$ cat src/design/kms_ram.sv
// Generic single-port synchronous RAM with a registered read.
// No dependencies.
module kms_ram #(
  parameter int WIDTH = 64,
  parameter int DEPTH = 64
) (
  input  logic                                  clk,
  input  logic                                  we,
  input  logic [(DEPTH > 1 ? $clog2(DEPTH) : 1)-1:0] addr,
  input  logic [WIDTH-1:0]                      wdata,
  output logic [WIDTH-1:0]                      rdata
);

  logic [WIDTH-1:0] mem [DEPTH];

  always_ff @(posedge clk) begin
    if (we) begin
      mem[addr] <= wdata;
    end
    rdata <= mem[addr];
  end

endmodule

$ cat config.mk
export PLATFORM = sky130hd
export DESIGN_NAME = kms_ram
export DESIGN_NICKNAME = d
export VERILOG_FILES = /design/src/design/kms_ram.sv
export SDC_FILE = /design/constraint.sdc
export NUM_CORES = 2
export LEC_CHECK = 0
export BUFFER_PORTS_ARGS = -buffer_cell sky130_fd_sc_hd__buf_2
export CAP_MARGIN = 15
export CORE_UTILIZATION = 27
export DETAILED_ROUTE_END_ITERATION = 16
export PLACE_DENSITY_LB_ADDON = 0.1
export SETUP_SLACK_MARGIN = 0.15
export SYNTH_ARGS = -nofsm -noshare
export SYNTH_HDL_FRONTEND = slang
export SYNTH_SLANG_ARGS = --single-unit
$ cat constraint.sdc
create_clock -name clk -period 5.8 [get_ports clk]
set_input_delay 0.29 -clock clk [delete_from_list [all_inputs] [get_ports clk]]
set_output_delay 0.29 -clock clk [all_outputs]
set_load 0.02 [all_outputs]
==> flow_summary.yaml <==
run_status:
  outcome: "finished, violations left"
  failed_checks: "max-slew violations"
synthesis:
  ys.warnings.count: 0
  synth_cells: 8619
  post_synth.cell_area_avg_um2: 18.04
  seq_area_frac_synth_pct: 79.95
  synth_top_area_cell: "edfxtp_1"
  ys_top_cells_by_area: "edfxtp_1 (79%), a221oi_1 (3.6%), a22oi_1 (3.3%), mux2i_1 (2.2%), o22ai_1 (2.0%)"
  netlist.area_leader.share_pct: 79.12
  synth_edf_count: 4096
  synth_nets: 8691
  async_flop_share_pct: 0
  yosys_register_bits: 4160
  synthFlopType: "edfxtp_1"
  netlist_area_um2: 155500
  ys_types: 57
setup_path:
  critPathMaxStageDelay_ns: 0.91
  required_ns: 6.67
  startpoint_type: "input pin"
  critPathTopFamily: "simple AND/OR/NAND/NOR gates"
  arrival_ns: 5.00
  cp_max_fo: 20
  path_cells: "dlygate4sd3_1, buf_2, and3b_2, nand2_2, buf_4, o22ai_1, nor4_1, o2111ai_1, nand3b_1"
  path_class: "in2reg"
  cp_slowest_cell: "nor4_1"
  crit_path_end_kind: "register"
  reg2reg_depth: 5
  timing.critical_path.from: "addr[4]"
  rrSetupSlack_ns: 2.99
  reg2reg_to: "rdata[3]"
  rr_startpoint: "mem[51][3]"
  path_buf_inv: 3
detailed_routing:
  via_count: 90768
  drc: 0
  drt_iter0_drc: 10290
  viasPerCell: 5.355
  wl_per_cell_um: 36.22
  first_pass_iters: 6
  antenna_left: 0
  drt-total-wl_mm: 614.0
floorplan:
  start_util_pct: 27.12
  die_y_um: 760.8
  core_area_um2: 573200
  dieArea_um2: 578800
  pin_count: 136
  num_rows: 278
  die_x_um: 760.8
finish:
  drive_gt1_share_pct: 15.94
  layout_commonest_cell: "edfxtp_1"
  fillCellCount: 55301
  syn_to_final_growth_pct: 17.57
  utilization_pct: 31.88
  nNetsFinal: 9052
  mostFrequentLayoutCells: "edfxtp_1 (4,096), a22oi_1 (684), a221oi_1 (636)"
sta:
  grt_setup_unrepaired: "false"
  worst_pin_slew_ns: 1.512
  slew_viol_final: 15
  period_needed_ns: 4.130
  max_freq_mhz: 242.1
  finalSetupTns_ns: 0
  setup_viol: 0
  final.period_utilization_pct: 71.21
  finalWorstSetupSlack_ns: 1.670
  hold_viol: 0
  max_slew_margin_pct: -0.8317
  clock_skew_ns: 0.04300
placement:
  place_ws_ns: 1.181
  place_congestion: 0.7485
  io_buffers: 135
  dp_hpwl_mm: 319.6
clock_network:
  cts_tree: "yes"
  post_cts_buffers: 0
  cts.sinks: 4160
  cts_buffers: 459
  clockBufferDepth: 4
  root_buffer: "clkbuf_16"
  clk_latency_ns: 1.01
  clkTransAtPathRegs_ns: 0.06
  cts_max_level: 5
min_path:
  min-delay-start: "wdata[10]"
  holdPathStages: 1
  holdPathEnd: "mem[12][10]"
  hold_path.class: "in2reg"
job:
  timing.max_cap.violations: 0
power:
  vdd_drop_max_mv: 0.2632
  p_leak_uw: 0.05604
  power_density_nw_per_um2: 359.5
grt:
  grt_pass1_wl_mm: 821.1
  grt_pass1_vias: 90073
  antenna_found_initial: 77
  grt_usage_pct: 20.49
  grt_max_degree: 123
  grt_remaining_overflow: 0
==> through the flow <==
step / hold slack [ns] / std cells / power, uW / cell area [um^2]
final: 0.09727 / 16950 / 65700 / 182800
after global routing: 0.06195 / 16934 / 67620 / 182700
after CTS: 0.0007846 / 16899 / 66400 / 182200
after detailed placement: 0.6101 / 15997 / 37690 / 167200
after global placement: 0.6100 / 15994 / 37660 / 167200
after floorplan: 0.3889 / 8619 / 35630 / 155500
==> logic make-up after synthesis <==
family	synth area share, %
mux	4.560
compound gates	11.32
simple gates	2.282
buf+inv	1.887
flops	79.95
==> how the worst max path moves through the flow <==
stage | cells after the start | slack [ns] | end
5_1_grt | 9 | 1.70 | rdata[45]
2_1_floorplan | 9 | 1.01 | mem[15][0]
6_report | 9 | 1.67 | rdata[45]
3_3_place_gp | 8 | 1.21 | rdata[3]
3_5_place_dp | 8 | 1.18 | rdata[3]
4_1_cts | 9 | 1.73 | rdata[45]
==> metal layers <==
layer / share of wire, % / up-vias / global-route usage, %
met4: 2.3 / 8 / 4.411
met1: 45 / 49703 / 28.84
met2: 47 / 3318 / 33.61
li1: - / 36986 / -
met3: 6.0 / 753 / 3.044
met5: 0.0078 / - / 0
==> final cells by class <==
class	count	area, um^2	area share, %
Sequential cell	4160	124300	68.00
Multi-Input combinational cell	3801	28910	15.82
Clock buffer	605	12300	6.731
Tap cell	7560	9459	5.175
Timing Repair Buffer	555	5530	3.026
Clock inverter	247	2208	1.208
Antenna cell	19	47.55	0.02601
Inverter	3	31.28	0.01711
==> state kept, by name, indices dropped and copies added (netlist names) <==
name / cells
mem: 4096
rdata: 64
==> Yosys cell counts (64+ instances only) <==
| master | count |
|---|---|
| mux2_2 | 203 |
| o21ai_0 | 139 |
| nand2_1 | 311 |
| o22ai_1 | 506 |
| edfxtp_1 | 4096 |
| a221oi_1 | 636 |
| dfxtp_1 | 64 |
| a22oi_1 | 684 |
| buf_2 | 253 |
| nor2_1 | 301 |
| mux2i_1 | 337 |
| clkbuf_1 | 280 |
| a21oi_1 | 210 |
| buf_1 | 91 |
==> power breakdown <==
part	switching, uW	leakage (uW)	internal, uW
clock network	12300	0.00709	16300
registers	211	0.0374	33300
logic	2620	0.0116	939
==> repair_timing <==
action,4_1_cts,5_1_grt
resized for setup,0,0
endpoints found under the hold margin,2619,835
hold buffers,50,14
No activity file was read; power rests on OpenSTA's default activity.
