**config.mk**
```make
export PLATFORM = sky130hd
export DESIGN_NAME = kms_mul
export DESIGN_NICKNAME = d
export VERILOG_FILES = /design/src/design/kms_pkg.sv /design/src/design/kms_mul.sv
export SDC_FILE = /design/constraint.sdc
export NUM_CORES = 2
export LEC_CHECK = 0
export BUFFER_PORTS_ARGS = -buffer_cell sky130_fd_sc_hd__buf_2
export CAP_MARGIN = 40
export CORE_UTILIZATION = 25
export CTS_CLUSTER_DIAMETER = 50
export DETAILED_ROUTE_END_ITERATION = 10
export GPL_TIMING_DRIVEN = 1
export HOLD_SLACK_MARGIN = 0.06
export PLACE_DENSITY = 0.4
export SYNTH_ARGS = -nofsm -noshare
export SYNTH_HDL_FRONTEND = slang
export SYNTH_SLANG_ARGS = --single-unit
export TNS_END_PERCENT = 5
```
**constraint.sdc**
```tcl
create_clock -name clk -period 11.79 [get_ports clk]
set_input_delay 1.179 -clock clk [delete_from_list [all_inputs] [get_ports clk]]
set_output_delay 1.179 -clock clk [all_outputs]
set_load 0.1 [all_outputs]
```
**src/design/kms_pkg.sv**
```systemverilog
// Package for the scalar Kalman measurement update block.
// Holds default sizes, operation and status codes, controller states and
// the saturation helpers shared by the datapath modules. No dependencies.
package kms_pkg;

  localparam int MAX_STATES_DEF = 64;
  localparam int MAX_TERMS_DEF  = 8;
  localparam int VALUE_BITS_DEF = 64;

  localparam logic [2:0] OP_WR_STATE = 3'd0;
  localparam logic [2:0] OP_WR_COV   = 3'd1;
  localparam logic [2:0] OP_TERM     = 3'd2;
  localparam logic [2:0] OP_RD_STATE = 3'd3;
  localparam logic [2:0] OP_RD_COV   = 3'd4;

  localparam logic [1:0] ST_OK     = 2'd0;
  localparam logic [1:0] ST_NONPOS = 2'd1;
  localparam logic [1:0] ST_BAD    = 2'd2;

  typedef enum logic [4:0] {
    S_IDLE,
    S_RD_OUT,
    S_G_ADDR,
    S_G_MUL,
    S_G_WAIT,
    S_G_WR,
    S_P_ADDR,
    S_P_MUL1,
    S_P_WAIT1,
    S_P_MUL2,
    S_P_WAIT2,
    S_FIN,
    S_X_ADDR,
    S_X_MUL,
    S_X_WM,
    S_X_DIV,
    S_X_WD,
    S_C_ROW,
    S_C_ROWL,
    S_C_ADDR,
    S_C_MUL,
    S_C_WM,
    S_C_DIV,
    S_C_WD,
    S_RESULT
  } state_t;

  function automatic logic [63:0] sat_sum(logic signed [64:0] v, logic [63:0] vmax);
    logic signed [64:0] hi;
    logic signed [64:0] lo;
    hi = $signed({1'b0, vmax});
    lo = $signed(~{1'b0, vmax});
    if (v > hi) begin
      sat_sum = vmax;
    end else if (v < lo) begin
      sat_sum = ~vmax;
    end else begin
      sat_sum = v[63:0];
    end
  endfunction

  function automatic logic [63:0] sat_mag(logic neg, logic [63:0] r, logic over,
                                          logic [63:0] vmax);
    if (over || (r > vmax)) begin
      sat_mag = neg ? ~vmax : vmax;
    end else begin
      sat_mag = neg ? (~r + 64'd1) : r;
    end
  endfunction

endpackage

```
**src/design/kms_mul.sv**
```systemverilog
// Sequential Q31.32 multiplier: four 32x32 partial products, one per cycle,
// then rounding half away from zero and saturation. Depends on kms_pkg.
module kms_mul #(
  parameter int VALUE_BITS = kms_pkg::VALUE_BITS_DEF
) (
  input  logic        clk,
  input  logic        rst_n,
  input  logic        start,
  input  logic [63:0] a,
  input  logic [63:0] b,
  output logic        done,
  output logic [63:0] res
);

  localparam logic [63:0] VMAX = 64'((65'd1 << (VALUE_BITS - 1)) - 65'd1);

  logic [63:0]  ua_r, ub_r;
  logic         neg_r;
  logic [127:0] acc_r;
  logic [2:0]   cnt_r;
  logic         run_r, done_r;
  logic [63:0]  res_r;

  logic [31:0]  ah, bh;
  logic [63:0]  pp;
  logic [127:0] pp_sh;
  logic [127:0] rnd;

  always_comb begin
    ah    = cnt_r[1] ? ua_r[63:32] : ua_r[31:0];
    bh    = cnt_r[0] ? ub_r[63:32] : ub_r[31:0];
    pp    = {32'd0, ah} * {32'd0, bh};
    pp_sh = {64'd0, pp} << (7'(cnt_r[1]) + 7'(cnt_r[0])) * 7'd32;
    rnd   = acc_r + 128'h8000_0000;
  end

  always_ff @(posedge clk) begin
    if (!rst_n) begin
      run_r  <= 1'b0;
      done_r <= 1'b0;
      cnt_r  <= '0;
    end else begin
      done_r <= 1'b0;
      if (start) begin
        ua_r  <= a[63] ? (~a + 64'd1) : a;
        ub_r  <= b[63] ? (~b + 64'd1) : b;
        neg_r <= a[63] ^ b[63];
        acc_r <= '0;
        cnt_r <= '0;
        run_r <= 1'b1;
      end else if (run_r) begin
        if (cnt_r == 3'd4) begin
          res_r  <= kms_pkg::sat_mag(neg_r, rnd[95:32], |rnd[127:96], VMAX);
          run_r  <= 1'b0;
          done_r <= 1'b1;
        end else begin
          acc_r <= acc_r + pp_sh;
          cnt_r <= cnt_r + 3'd1;
        end
      end
    end
  end

  assign done = done_r;
  assign res  = res_r;

endmodule

```
==> run_results.csv <==
group,metric,value,unit
worst_setup_path,cp.required,12.27,ns
sta,fin_crit_sh,1.031,
placement,io_buffers,195,
global_routing,grt_usage,0.2149,
final_layout,area_growth,30.08,%
yosys,synth_area,60540,um2
flow_run,max_cap_violations,0,
yosys,synth_top_family_by_area,"adder cells",
yosys,async_flop_share,0,
routing,drt_pass1_iterations,6,
die,die_w,494.1,um
routing,antenna_left,0,
global_routing,grt.overflow.total,0,
hold_path,min_path_type,"flop to flop",
yosys,ys_ff_latch,326,
worst_setup_path,cp_common_cell,"buf_4",
yosys,synth_cell_types,83,
routing,wl_per_cell,23.53,um
yosys,ys_warn_count,0,
sta,setup_viol,12,
worst_setup_path,cp.arrival,12.63,ns
sta,min_period,12.15,ns
die,core,240500,um2
sta,setup_ws,-0.3621,ns
worst_setup_path,criticalPathCategory,"flop to flop",
placement,gp_congestion,0.9685,
final_layout,finalNetCount,9558,
clocking,htreeDepth,2,
clocking,clk_path_buf_depth,3,
yosys,synth_top_area_share,0.2966,
yosys,synthesis.nets,8412,
sta,clock.fmax,0.08229,GHz
routing,drc,0,
yosys,seq_area_frac_synth,0.1609,
worst_setup_path,r2r_cells,45,
sta,fin_skew,0.05128,ns
clocking,clkSinkCount,326,
yosys,synthAdderAreaFrac,0.3787,
yosys,avgSynthCellArea,8.664,um2
hold_path,hold_end,"done",
global_routing,antenna_found_initial,15,
yosys,synth_cells,6987,
routing,top_layer,"met5",
hold_path,hp-start,"run_r",
yosys,synthSimpleGateAreaFrac,0.1774,
worst_setup_path,end_kind,"flop",
worst_setup_path,start_kind,"flop",
routing,vias_per_cell,4.847,
yosys,synth_top_flop_cell,"edfxtp_1",
yosys,synth-compound-area-share,0.1135,
yosys,synth_top_area_cell,"fa_1",
worst_setup_path,cp_slowest_cell,"fa_1",
yosys,synthXorXnorAreaFrac,0.05651,
clocking,cts_tree,"yes",
sta,hold_violations,0,
final_layout,mostFrequentLayoutCell,"buf_4",
clocking,clk-insertion-delay-late,0.73,ns
global_routing,grt_max_degree,68,
yosys,synth_area_leaders,"fa_1 (30%), edfxtp_1 (16%), ha_1 (8.2%)",
run_status,violations,"setup timing",
worst_setup_path,slowest_delay,0.56,ns
sta,grt_setup_unrepaired,"true",
global_routing,grt_first_pass_wirelength,382300,um
sta,drv_slew,0,
worst_setup_path,ff2ff_setup_slack,-0.36,ns
die,start_util,0.2517,
sta,max_slew_margin,0.3871,
worst_setup_path,crit_buf_inv,11,
clocking,clkTransAtPathRegs,0.06,ns
final_layout,num-fill-cells,25420,
routing,wl_met3,18980,um
routing,num_vias,55110,
worst_setup_path,cp_max_fo,6,
die,boundaryPins,196,
worst_setup_path,critical-path-top-delay-family,"adder cells",
clocking,cts_root_buffer,"clkbuf_16",
die,die_h,494.1,um
die,die_area,244100,um2
sta,worst_pin_slew,0.9128,ns
placement,dp.final_hpwl,229400,um
routing,drt_wl_total,267500,um
routing,wl_met1,121600,um
run_status,status,"finished with violations",
worst_setup_path,rr_startpoint,"cnt_r[1]",
clocking,numCtsBuffers,60,
worst_setup_path,rr_endpoint,"acc_r[124]",
sta,fin_setup_tns,-1.496,ns
hold_path,holdPathStages,2,
routing,dr_wl_met2,118500,um
final_layout,drive_gt1_frac,0.2327,
routing,drt_iter0_drc,4541,
final_layout,final_cell_mix,"buf_4 (1,097), inv_1 (979), nor2_1 (949)",
global_routing,grt_pass1_vias,55270,
die,num_rows,180,
yosys,synthMuxAreaShare,0.02974,
yosys,synth-edff-count,321,
## worst min-delay path: cells and delay by family (launching register included)
family	cells	cell delay [ns]
and+or+nand+nor	1	0.07
buffers and inverters	1	0.09
DFF	1	0.29
## per-layer routing
metal,vias to the layer above,global-route usage
met5,-,0
met2,1589,0.3320
met3,280,0.04668
met1,27910,0.3008
li1,25320,-
met4,8,0.05714
## metrics by stage
stage          hold slack, ns  cells    util  worst slack, ns  cell area, um2
6_report               0.5025  11370  0.3274          -0.3621           78750
5_1_grt                0.5475  11370  0.3274          -0.7509           78740
4_1_cts                0.5027  11320  0.3215          -0.4854           77320
3_5_place_dp           0.4936  11190  0.3098           -1.118           74510
3_3_place_gp           0.4914  11180  0.3093           -1.097           74390
2_1_floorplan          0.4448   6987       -         0.001000           60820
## cell type report
type,count,area [um2],area share
multi-input cells,5321,47380,0.6016
repair buffers,1437,11850,0.1505
flip-flops and latches,326,9747,0.1238
well taps,3185,3985,0.05061
inverters,987,3705,0.04705
clock buffers,66,1524,0.01935
clock inverters,44,546.8,0.006943
diodes,4,10.01,0.0001271
## state kept, by name, summed over array words and instances (netlist names)
register	count
acc_r	128
cnt_r	3
done	1
neg_r	1
res	64
run_r	1
ua_r	64
ub_r	64
## Yosys cell counts, types with 9 or more instances
library cell and count:
inv_1 985, nor2_1 974, fa_1 897, nand2_1 726, ha_1 397, clkbuf_1 324
edfxtp_1 321, a21oi_1 287, xnor2_1 272, o21ai_0 209, a21o_1 149, xor2_1 116
nand4_1 114, nand3_1 113, mux2i_1 91, nor3_1 86, mux2_2 79, and2_1 65
o31ai_1 61, o22ai_1 60, o21bai_1 52, and3_1 47, or3_1 43, nor2b_1 42
nor4_1 40, or4_1 34, and4_1 31, a211oi_1 29, nand2b_1 29, o21a_1 29
a31oi_1 28, buf_1 25, o211ai_1 23, o41ai_1 20, or2_2 18, a21boi_0 13
o31a_1 11, a41oi_1 9, nand3b_1 9, o221ai_1 9, o311ai_0 9
## what timing repair did
item / 4_1_cts / 5_1_grt
resized for setup: 117 / 220
cloned: 2 / 4
endpoints found under the setup margin: 60 / 72
pin swaps: 25 / 85
setup buffers: 17 / 45
hold buffers: 0 / 0
## how the worst max path moves through the flow
stage | cells after the start | startpoint | end | slack, ns
after detailed placement | 44 | cnt_r[0] | acc_r[124] | -1.12
after floorplan | 42 | cnt_r[1] | acc_r[124] | 0.001
final | 45 | cnt_r[1] | acc_r[124] | -0.36
after CTS | 45 | cnt_r[1] | acc_r[124] | -0.49
after global placement | 49 | cnt_r[0] | acc_r[125] | -1.10
after global routing | 48 | cnt_r[1] | acc_r[124] | -0.75
## cells by family (layout without fill, tap and decap cells)
| family | count (synthesis) | count (layout) |
|---|---|---|
| multiplexers | 170 | 170 |
| flip-flops | 326 | 326 |
| XOR/XNOR | 389 | 389 |
| AND/OR/NAND/NOR | 2401 | 2401 |
| other | 0 | 4 |
| adder cells (fa/ha/maj) | 1294 | 1294 |
| buffers and inverters | 1340 | 2534 |
| AO/OA/AOI/OAI | 1067 | 1067 |
Power is left out: the tool's default activity adds up to more than one toggle a clock period on the data nets, which glitch-free logic cannot reach.
