[src/design/kms_pkg.sv]
// Package for the scalar Kalman measurement update block.
// Holds default sizes, operation and status codes, controller states and
// the saturation helpers shared by the datapath modules. No dependencies.
package kms_pkg;

  localparam int MAX_STATES_DEF = 64;
  localparam int MAX_TERMS_DEF  = 8;
  localparam int VALUE_BITS_DEF = 64;

  localparam logic [2:0] OP_WR_STATE = 3'd0;
  localparam logic [2:0] OP_WR_COV   = 3'd1;
  localparam logic [2:0] OP_TERM     = 3'd2;
  localparam logic [2:0] OP_RD_STATE = 3'd3;
  localparam logic [2:0] OP_RD_COV   = 3'd4;

  localparam logic [1:0] ST_OK     = 2'd0;
  localparam logic [1:0] ST_NONPOS = 2'd1;
  localparam logic [1:0] ST_BAD    = 2'd2;

  typedef enum logic [4:0] {
    S_IDLE,
    S_RD_OUT,
    S_G_ADDR,
    S_G_MUL,
    S_G_WAIT,
    S_G_WR,
    S_P_ADDR,
    S_P_MUL1,
    S_P_WAIT1,
    S_P_MUL2,
    S_P_WAIT2,
    S_FIN,
    S_X_ADDR,
    S_X_MUL,
    S_X_WM,
    S_X_DIV,
    S_X_WD,
    S_C_ROW,
    S_C_ROWL,
    S_C_ADDR,
    S_C_MUL,
    S_C_WM,
    S_C_DIV,
    S_C_WD,
    S_RESULT
  } state_t;

  function automatic logic [63:0] sat_sum(logic signed [64:0] v, logic [63:0] vmax);
    logic signed [64:0] hi;
    logic signed [64:0] lo;
    hi = $signed({1'b0, vmax});
    lo = $signed(~{1'b0, vmax});
    if (v > hi) begin
      sat_sum = vmax;
    end else if (v < lo) begin
      sat_sum = ~vmax;
    end else begin
      sat_sum = v[63:0];
    end
  endfunction

  function automatic logic [63:0] sat_mag(logic neg, logic [63:0] r, logic over,
                                          logic [63:0] vmax);
    if (over || (r > vmax)) begin
      sat_mag = neg ? ~vmax : vmax;
    end else begin
      sat_mag = neg ? (~r + 64'd1) : r;
    end
  endfunction

endpackage

[src/design/kms_div.sv]
// Bit-serial Q31.32 divider by a positive divisor: one quotient bit per
// cycle, truncated, then saturated. Depends on kms_pkg.
module kms_div #(
  parameter int VALUE_BITS = kms_pkg::VALUE_BITS_DEF
) (
  input  logic        clk,
  input  logic        rst_n,
  input  logic        start,
  input  logic [63:0] a,
  input  logic [63:0] b,
  output logic        done,
  output logic [63:0] res
);

  localparam logic [63:0] VMAX = 64'((65'd1 << (VALUE_BITS - 1)) - 65'd1);

  logic [95:0] dv_r, q_r;
  logic [63:0] rem_r, b_r;
  logic        neg_r;
  logic [6:0]  cnt_r;
  logic        run_r, done_r;
  logic [63:0] res_r;

  logic [64:0] rem_sh, diff;
  logic        ge;

  always_comb begin
    rem_sh = {rem_r, dv_r[95]};
    diff   = rem_sh - {1'b0, b_r};
    ge     = rem_sh >= {1'b0, b_r};
  end

  always_ff @(posedge clk) begin
    if (!rst_n) begin
      run_r  <= 1'b0;
      done_r <= 1'b0;
      cnt_r  <= '0;
    end else begin
      done_r <= 1'b0;
      if (start) begin
        dv_r  <= {(a[63] ? (~a + 64'd1) : a), 32'd0};
        b_r   <= b;
        neg_r <= a[63];
        rem_r <= '0;
        q_r   <= '0;
        cnt_r <= '0;
        run_r <= 1'b1;
      end else if (run_r) begin
        if (cnt_r == 7'd96) begin
          res_r  <= kms_pkg::sat_mag(neg_r, q_r[63:0], |q_r[95:64], VMAX);
          run_r  <= 1'b0;
          done_r <= 1'b1;
        end else begin
          rem_r <= ge ? diff[63:0] : rem_sh[63:0];
          q_r   <= {q_r[94:0], ge};
          dv_r  <= {dv_r[94:0], 1'b0};
          cnt_r <= cnt_r + 7'd1;
        end
      end
    end
  end

  assign done = done_r;
  assign res  = res_r;

endmodule

[config.mk]
export PLATFORM = sky130hd
export DESIGN_NAME = kms_div
export DESIGN_NICKNAME = d
export VERILOG_FILES = /design/src/design/kms_pkg.sv /design/src/design/kms_div.sv
export SDC_FILE = /design/constraint.sdc
export NUM_CORES = 1
export LEC_CHECK = 0
export BUFFER_PORTS_ARGS = -buffer_cell sky130_fd_sc_hd__buf_2
export CORE_MARGIN = 3
export CORE_UTILIZATION = 55
export DETAILED_ROUTE_END_ITERATION = 16
export GPL_TIMING_DRIVEN = 0
export PLACE_DENSITY = 0.78
export RECOVER_POWER = 100
export SETUP_SLACK_MARGIN = 0.3
export SLEW_MARGIN = 20
export SYNTH_ARGS = -nofsm -noshare
export SYNTH_HDL_FRONTEND = slang
export SYNTH_SLANG_ARGS = --single-unit
[constraint.sdc]
create_clock -name clk -period 8.9 [get_ports clk]
set_input_delay 2.225 -clock clk [delete_from_list [all_inputs] [get_ports clk]]
set_output_delay 2.225 -clock clk [all_outputs]
set_load 0.05 [all_outputs]
==> results of run 1 <==
==> per-layer routing <==
metal | vias up | share of wire
li1 | 8126 | -
met1 | 8127 | 0.43
met2 | 801 | 0.46
met3 | 126 | 0.075
met4 | 0 | 0.034
met5 | - | 0
==> registers in the layout, indices dropped and copies added, names as in the netlist <==
signal and count:
cnt_r 7, q_r 96, res 64, b_r 64, rem_r 64, dv_r 64
neg_r 1, run_r 1, done 1
==> where the power goes <==
part           internal (uW)  total (uW)  switching (uW)
logic                    319         870             551
clock network            965        1630             667
registers               2010        2070            62.5
total                   3300        4580            1280
==> logic make-up (layout without fill, tap and decap cells) <==
logic type	count (synthesis)	after routing	share of synthesized area
simple gates	716	716	0.169
compound gates	585	585	0.170
flops	362	362	0.521
buf+inv	212	489	0.0385
xor+xnor	119	119	0.0504
fa+ha+maj	69	69	0.0421
mux	17	17	0.00847
==> cell usage after synthesis, types with 26 or more instances <==
library cell  number  area, um^2
nor2_1           184         691
nor4_1            28         175
nand2_1          201         754
xnor2_1           38         333
edfxtp_1         353       10600
inv_1            104         390
ha_1              68         851
a31oi_1           26         163
o21ai_0          135         676
a211oi_1          26         195
xor2_1            81         709
nor2b_1           95         594
nand3_1           30         150
a21oi_1          242        1210
nor3_1            56         280
clkbuf_1         101         379
==> per-stage QoR <==
stage	instance area (um^2)	instances
5_1_grt	23500	2861
6_report	23500	2861
2_1_floorplan	20700	2080
3_3_place_gp	22300	2778
3_5_place_dp	22500	2791
4_1_cts	23800	2861
==> area by class of cell <==
class,instances,area [um^2]
plain buffers,107,402
clock buffers,48,1060
clock inverters,22,223
fillers,3040,13400
inverters,105,394
multi-input cells,1506,9050
flip-flops and latches,362,10800
well taps,504,631
repair buffers,207,965
==> worst max path at each step <==
stage	to	start	cells after the start	slack, ps
floorplan	res[0]$_DFFE_PP_	start	4	1270
global route	rem_r[46]$_SDFFCE_PP0P_	start	6	1630
finish	rem_r[33]$_SDFFCE_PP0P_	start	6	1970
CTS	dv_r[89]$_DFFE_PP_	a[28]	11	3000
detailed placement	dv_r[89]$_DFFE_PP_	a[28]	11	2430
global placement	res[23]$_DFFE_PP_	start	4	-230
==> worst reg2reg max path: stages (launching register included) <==
cell and delay, ps:
edfxtp_1 470, or4_1 590, or4b_1 620, nor4_1 1130
nand4_1 370, or4_1 590, nor4_1 840, nand2_1 210
nor4_1 280, mux2i_1 220, o21ai_0 130
==> cells in the final DEF, fill, tap and decap left out, drive strengths merged, types with 81 or more instances in the layout <==
cell type | netlist | layout
edfxtp | 353 | 353
a21oi | 242 | 242
clkbuf | 101 | 234
nand2 | 201 | 201
nor2 | 184 | 184
o21ai | 135 | 135
buf | 6 | 128
inv | 105 | 106
nor2b | 95 | 95
xor2 | 81 | 81
==> metrics.yaml, run 1 <==
dr.pass1.iters: 6
grt_pass1_vias: 16200
drc: 0
ant_nets: 0
vias: 17200
cts.path.max_buffers: 3
met1_usage: 0.375
hp-start: "dv_r[76]$_DFFE_PP_"
r2r_slack_ps: 3170
r2r_start: "q_r[10]$_SDFFCE_PP0P_"
period_share: 0.778
seq_area_frac_synth: 0.521
gr-usage-met3: 0.0394
finalSetupTns_ps: 0
port_buffers: 194
cp_slowest_stage_delay_ps: 1880
worstSkewPairLatency_ps: 570
grt_start_max_net_pins: 50
p_per_area_nw_per_um2: 195
area_growth_pct: 13.6
clkTransAtPathRegs_ps: 60
whs_ps: 527
status: "finished, violations left"
slew_viol_final: 203
worst_pin_slew_ps: 2740
pre_cts_ws_ps: 2430
crit_type: "input port to flip-flop"
hold_path_depth: 1
yosys_warnings: 0
post_cts_resized: 0
cp-start-kind: "input port"
synth_cells: 2080
finClkSkew_ps: 29.8
cts_max_level: 2
die_h_um: 200
insertedDiodeCount: 0
num-nets-final: 2528
synth_edf_count: 353
power_uw: 4580
synth.distinct_cells: 69
cts_tree: "done"
netlist_area_um2: 20700
crit_path_end_kind: "flip-flop"
irDropWorstVdd_uv: 151
drt_iter0_drc: 1696
gp_congestion: 0.941
grt_antenna_before_repair: 0
drt-total-wl_um: 53600
synthesis.nets: 2280
cp.buffers_inverters: 5
ys_async_sr_fraction: 0
die_x_um: 200
min_to: "dv_r[77]$_DFFE_PP_"
drive_above_1_share: 0.0840
maxSlewHeadroom: -0.826
rows: 70
min_period_ps: 6930
crit_family: "buffers and inverters"
p_leak_uw: 0.00859
crit_arrival_ps: 7160
r2r_cells: 10
final-setup-viol-count: 0
grt_pass1_wl_um: 84200
hold_class: "flip-flop to flip-flop"
required_ps: 9140
ys_ff_latch: 362
failed_checks: "max-capacitance violations, max-slew violations"
pin_count: 196
gr-usage-all-layers: 0.263
worstPathCellList: "clkbuf_1 > clkbuf_1 > clkbuf_1 > o21a_1 > clkbuf_1 > buf_12"
cts_buffers: 39
grt_overflow_total: 0
root_buffer: "clkbuf_16"
viasPerCell: 6.00
rr_endpoint: "res[57]$_DFFE_PP_"
rsz0062_at_grt: "false"
clock.fmax_ghz: 0.144
cts_sinks: 362
setup_ws_ps: 1970
cts_hold_buffers: 0
wire_per_inst_um: 18.7
drv_cap: 5
top_usage_layer: "met2"
coreArea_um2: 36900
post-route-util: 0.638
initial_utilization: 0.561
use_met2: 0.416
crit_fanout: 45
hold_violations: 0
hpwl_um: 38600
avgSynthCellArea_um2: 9.95
cpMaxStageDelayCell: "clkbuf_1"
die_area_um2: 40000
synth_ff_type: "edfxtp_1"
cts_setup_buffers: 0
cpMostUsedCell: "clkbuf_1"
(Power assumes the default switching activity.)
==> run 2: changes to the inputs <==
--- a/config.mk
+++ b/config.mk
@@ -7,10 +7,10 @@
 export LEC_CHECK = 0
 export BUFFER_PORTS_ARGS = -buffer_cell sky130_fd_sc_hd__buf_2
 export CORE_MARGIN = 3
-export CORE_UTILIZATION = 55
+export CORE_UTILIZATION = 60
 export DETAILED_ROUTE_END_ITERATION = 16
 export GPL_TIMING_DRIVEN = 0
-export PLACE_DENSITY = 0.78
+export PLACE_DENSITY = 0.81
 export RECOVER_POWER = 100
 export SETUP_SLACK_MARGIN = 0.3
 export SLEW_MARGIN = 20
==> constraint.sdc (replaced) <==
create_clock -name clk -period 7.1 [get_ports clk]
set_input_delay 1.775 -clock clk [delete_from_list [all_inputs] [get_ports clk]]
set_output_delay 1.775 -clock clk [all_outputs]
set_load 0.05 [all_outputs]
==> run 2 against run 1 <==
Die area fell by 8.1%. Clock skew fell by 8.9 ps. Sequential cell count did not move. Cell area fell by 0.10%. Global-route usage rose by 2.8 points. Clock power rose by 25%. First-iteration DRC count rose by 9.1%. Combinational power rose by 26%. Via count rose by 1.6%. The flow still finishes with violations (max-capacitance violations, max-slew violations). Worst hold slack got worse by 7.5 ps.
==> metrics.yaml, run 2 (synthesis gave the netlist of run 1 again) <==
status: "finished, violations left"
failed_checks: "max-capacitance violations, max-slew violations"
p_leak_uw: 0.00860  # +0.13%
die_x_um: 192  # -4.1%
die_h_um: 192  # -4.1%
worst_pin_slew_ps: 1780  # -961 ps
final_common_cell: "edfxtp_1"
whs_ps: 519  # -7.46 ps
pre_cts_ws_ps: 1110  # -1320 ps
clkTransAtPathRegs_ps: 60  # about the same
crit_fanout: 5  # -89%
hpwl_um: 38800  # +0.56%
dp_cells: 2731  # -2.1%
drc: 0  # unchanged
dr.pass1.iters: 6  # unchanged
grt_overflow_total: 0  # unchanged
die_area_um2: 36700  # -8.1%
drv_cap: 1  # -4
coreArea_um2: 33800  # -8.4%
post_cts_resized: 0  # unchanged
grt_start_max_net_pins: 60  # +20%
cts_sinks: 362  # unchanged
initial_utilization: 0.612  # +0.0513
gr-usage-all-layers: 0.291  # +0.0280
root_buffer: "clkbuf_16"
hold_violations: 0  # unchanged
period_share: 0.826
rsz0062_at_grt: "false"
stdcell_count: 2804  # -2.0%
final_cell_mix: "353 x edfxtp_1, 242 x a21oi_1, 201 x nand2_1"
post-route-util: 0.695  # +0.0576
port_buffers: 194  # unchanged
cts_setup_buffers: 0  # unchanged
cp-start-kind: "input port"
rows: 67  # -4.3%
critPathLaunch: "a[28]"
required_ps: 7370  # -1770 ps
ant_nets: 0  # unchanged
irDropWorstVdd_uv: 222  # +47%
grt_antenna_before_repair: 2  # +2
hold_class: "flip-flop to flip-flop"
gp_congestion: 0.963  # +2.3%
r2r_slack_ps: 1360  # -1810 ps
crit_path_end_kind: "flip-flop"
final-setup-viol-count: 0  # unchanged
slew_viol_final: 14  # -93%
min_period_ps: 5860
cts_tree: "done"
drt_iter0_drc: 1850  # +9.1%
cp-endpoint: "dv_r[91]$_DFFE_PP_"
cts_hold_buffers: 0  # unchanged
vias: 17500  # +1.6%
finClkSkew_ps: 20.9  # -8.90 ps
cts_buffers: 38  # -2.6%
wire_per_inst_um: 19.4  # +3.3%
finalSetupTns_ps: 0  # unchanged
cts.path.max_buffers: 3  # unchanged
num-nets-final: 2523  # -0.20%
drive_above_1_share: 0.0884  # +0.00439
regMostFlops: "q_r"
pin_count: 196  # unchanged
r2r_start: "q_r[8]$_SDFFCE_PP0P_"
setup_ws_ps: 1240  # -739 ps
grt_pass1_vias: 16600  # +2.6%
crit_arrival_ps: 6130  # -1030 ps
rr_endpoint: "res[57]$_DFFE_PP_"
viasPerCell: 6.23  # +3.7%
largest_reg_flops: 96  # unchanged
r2r_cells: 10  # unchanged
p_per_area_nw_per_um2: 244  # +25%
crit_type: "input port to flip-flop"
worstSkewPairLatency_ps: 550  # -20 ps
area_growth_pct: 13.5
maxSlewHeadroom: -0.195  # +0.632
cts_max_level: 2  # unchanged
grt_pass1_wl_um: 85900  # +2.1%
drt-total-wl_um: 54300  # +1.2%
clock.fmax_ghz: 0.171
-- run 2: cell count changes in the layout (fill, tap and decap cells not counted), moves of 2 or more --
cell        delta
buf_16         +3
inv_6          +3
buf_12         -2
clkbuf_1      -12
diode_2        +3
clkbuf_2       +2
clkinv_1       -2
clkbuf_8       -3
clkinvlp_4     +5
-- run 2: final cells by class --
cell class                      instances  area [um^2]
Fill cell                            2640        10300
Sequential cell                       362        10800
Tap cell                              448          561
Multi-Input combinational cell       1506         9060
Timing Repair Buffer                  203         1000
Clock buffer                           41          983
Antenna cell                            3         7.51
Clock inverter                         29          288
Inverter                              105          394
Buffer                                107          402
-- run 2: stage by stage --
step                      power (uW)  area (um^2)
final                           5720        23500
after global routing            5970        23500
after CTS                       5740        23700
after detailed placement        3710        22400
after global placement          3670        22200
after floorplan                 3390        20700
-- run 2: report_power, final --
part           switching (uW)  internal, uW  total (uW)
clock network             864          1170        2030
logic                     693           403        1100
registers                79.6          2520        2600
-- run 2: worst min-delay path by stage --
stage / start / to / cells past startpoint
after floorplan: cnt_r[6]$_SDFFE_PN0P_ / cnt_r[6]$_SDFFE_PN0P_ / 2
after global placement: cnt_r[6]$_SDFFE_PN0P_ / cnt_r[6]$_SDFFE_PN0P_ / 2
after detailed placement: cnt_r[6]$_SDFFE_PN0P_ / cnt_r[6]$_SDFFE_PN0P_ / 2
after CTS: cnt_r[6]$_SDFFE_PN0P_ / cnt_r[6]$_SDFFE_PN0P_ / 2
after global routing: run_r$_SDFF_PN0_ / done$_SDFF_PP0_ / 2
final: cnt_r[6]$_SDFFE_PN0P_ / cnt_r[6]$_SDFFE_PN0P_ / 2
-- run 2: metal layers --
metal,vias to the layer above,share of wire,track usage
met5,-,0,0
met2,851,0.47,0.483
met1,8346,0.41,0.398
met3,132,0.077,0.0354
li1,8134,-,-
met4,0,0.036,0.104
-- run 2: critical path, stage by stage --
cell and delay, ps:
clkbuf_1 100, or4_1 600, or4_1 470, or4_1 500
or4_1 640, or4_1 460, or4_1 510, or3_1 490
o31ai_1 320, xor2_1 180, a21oi_1 80
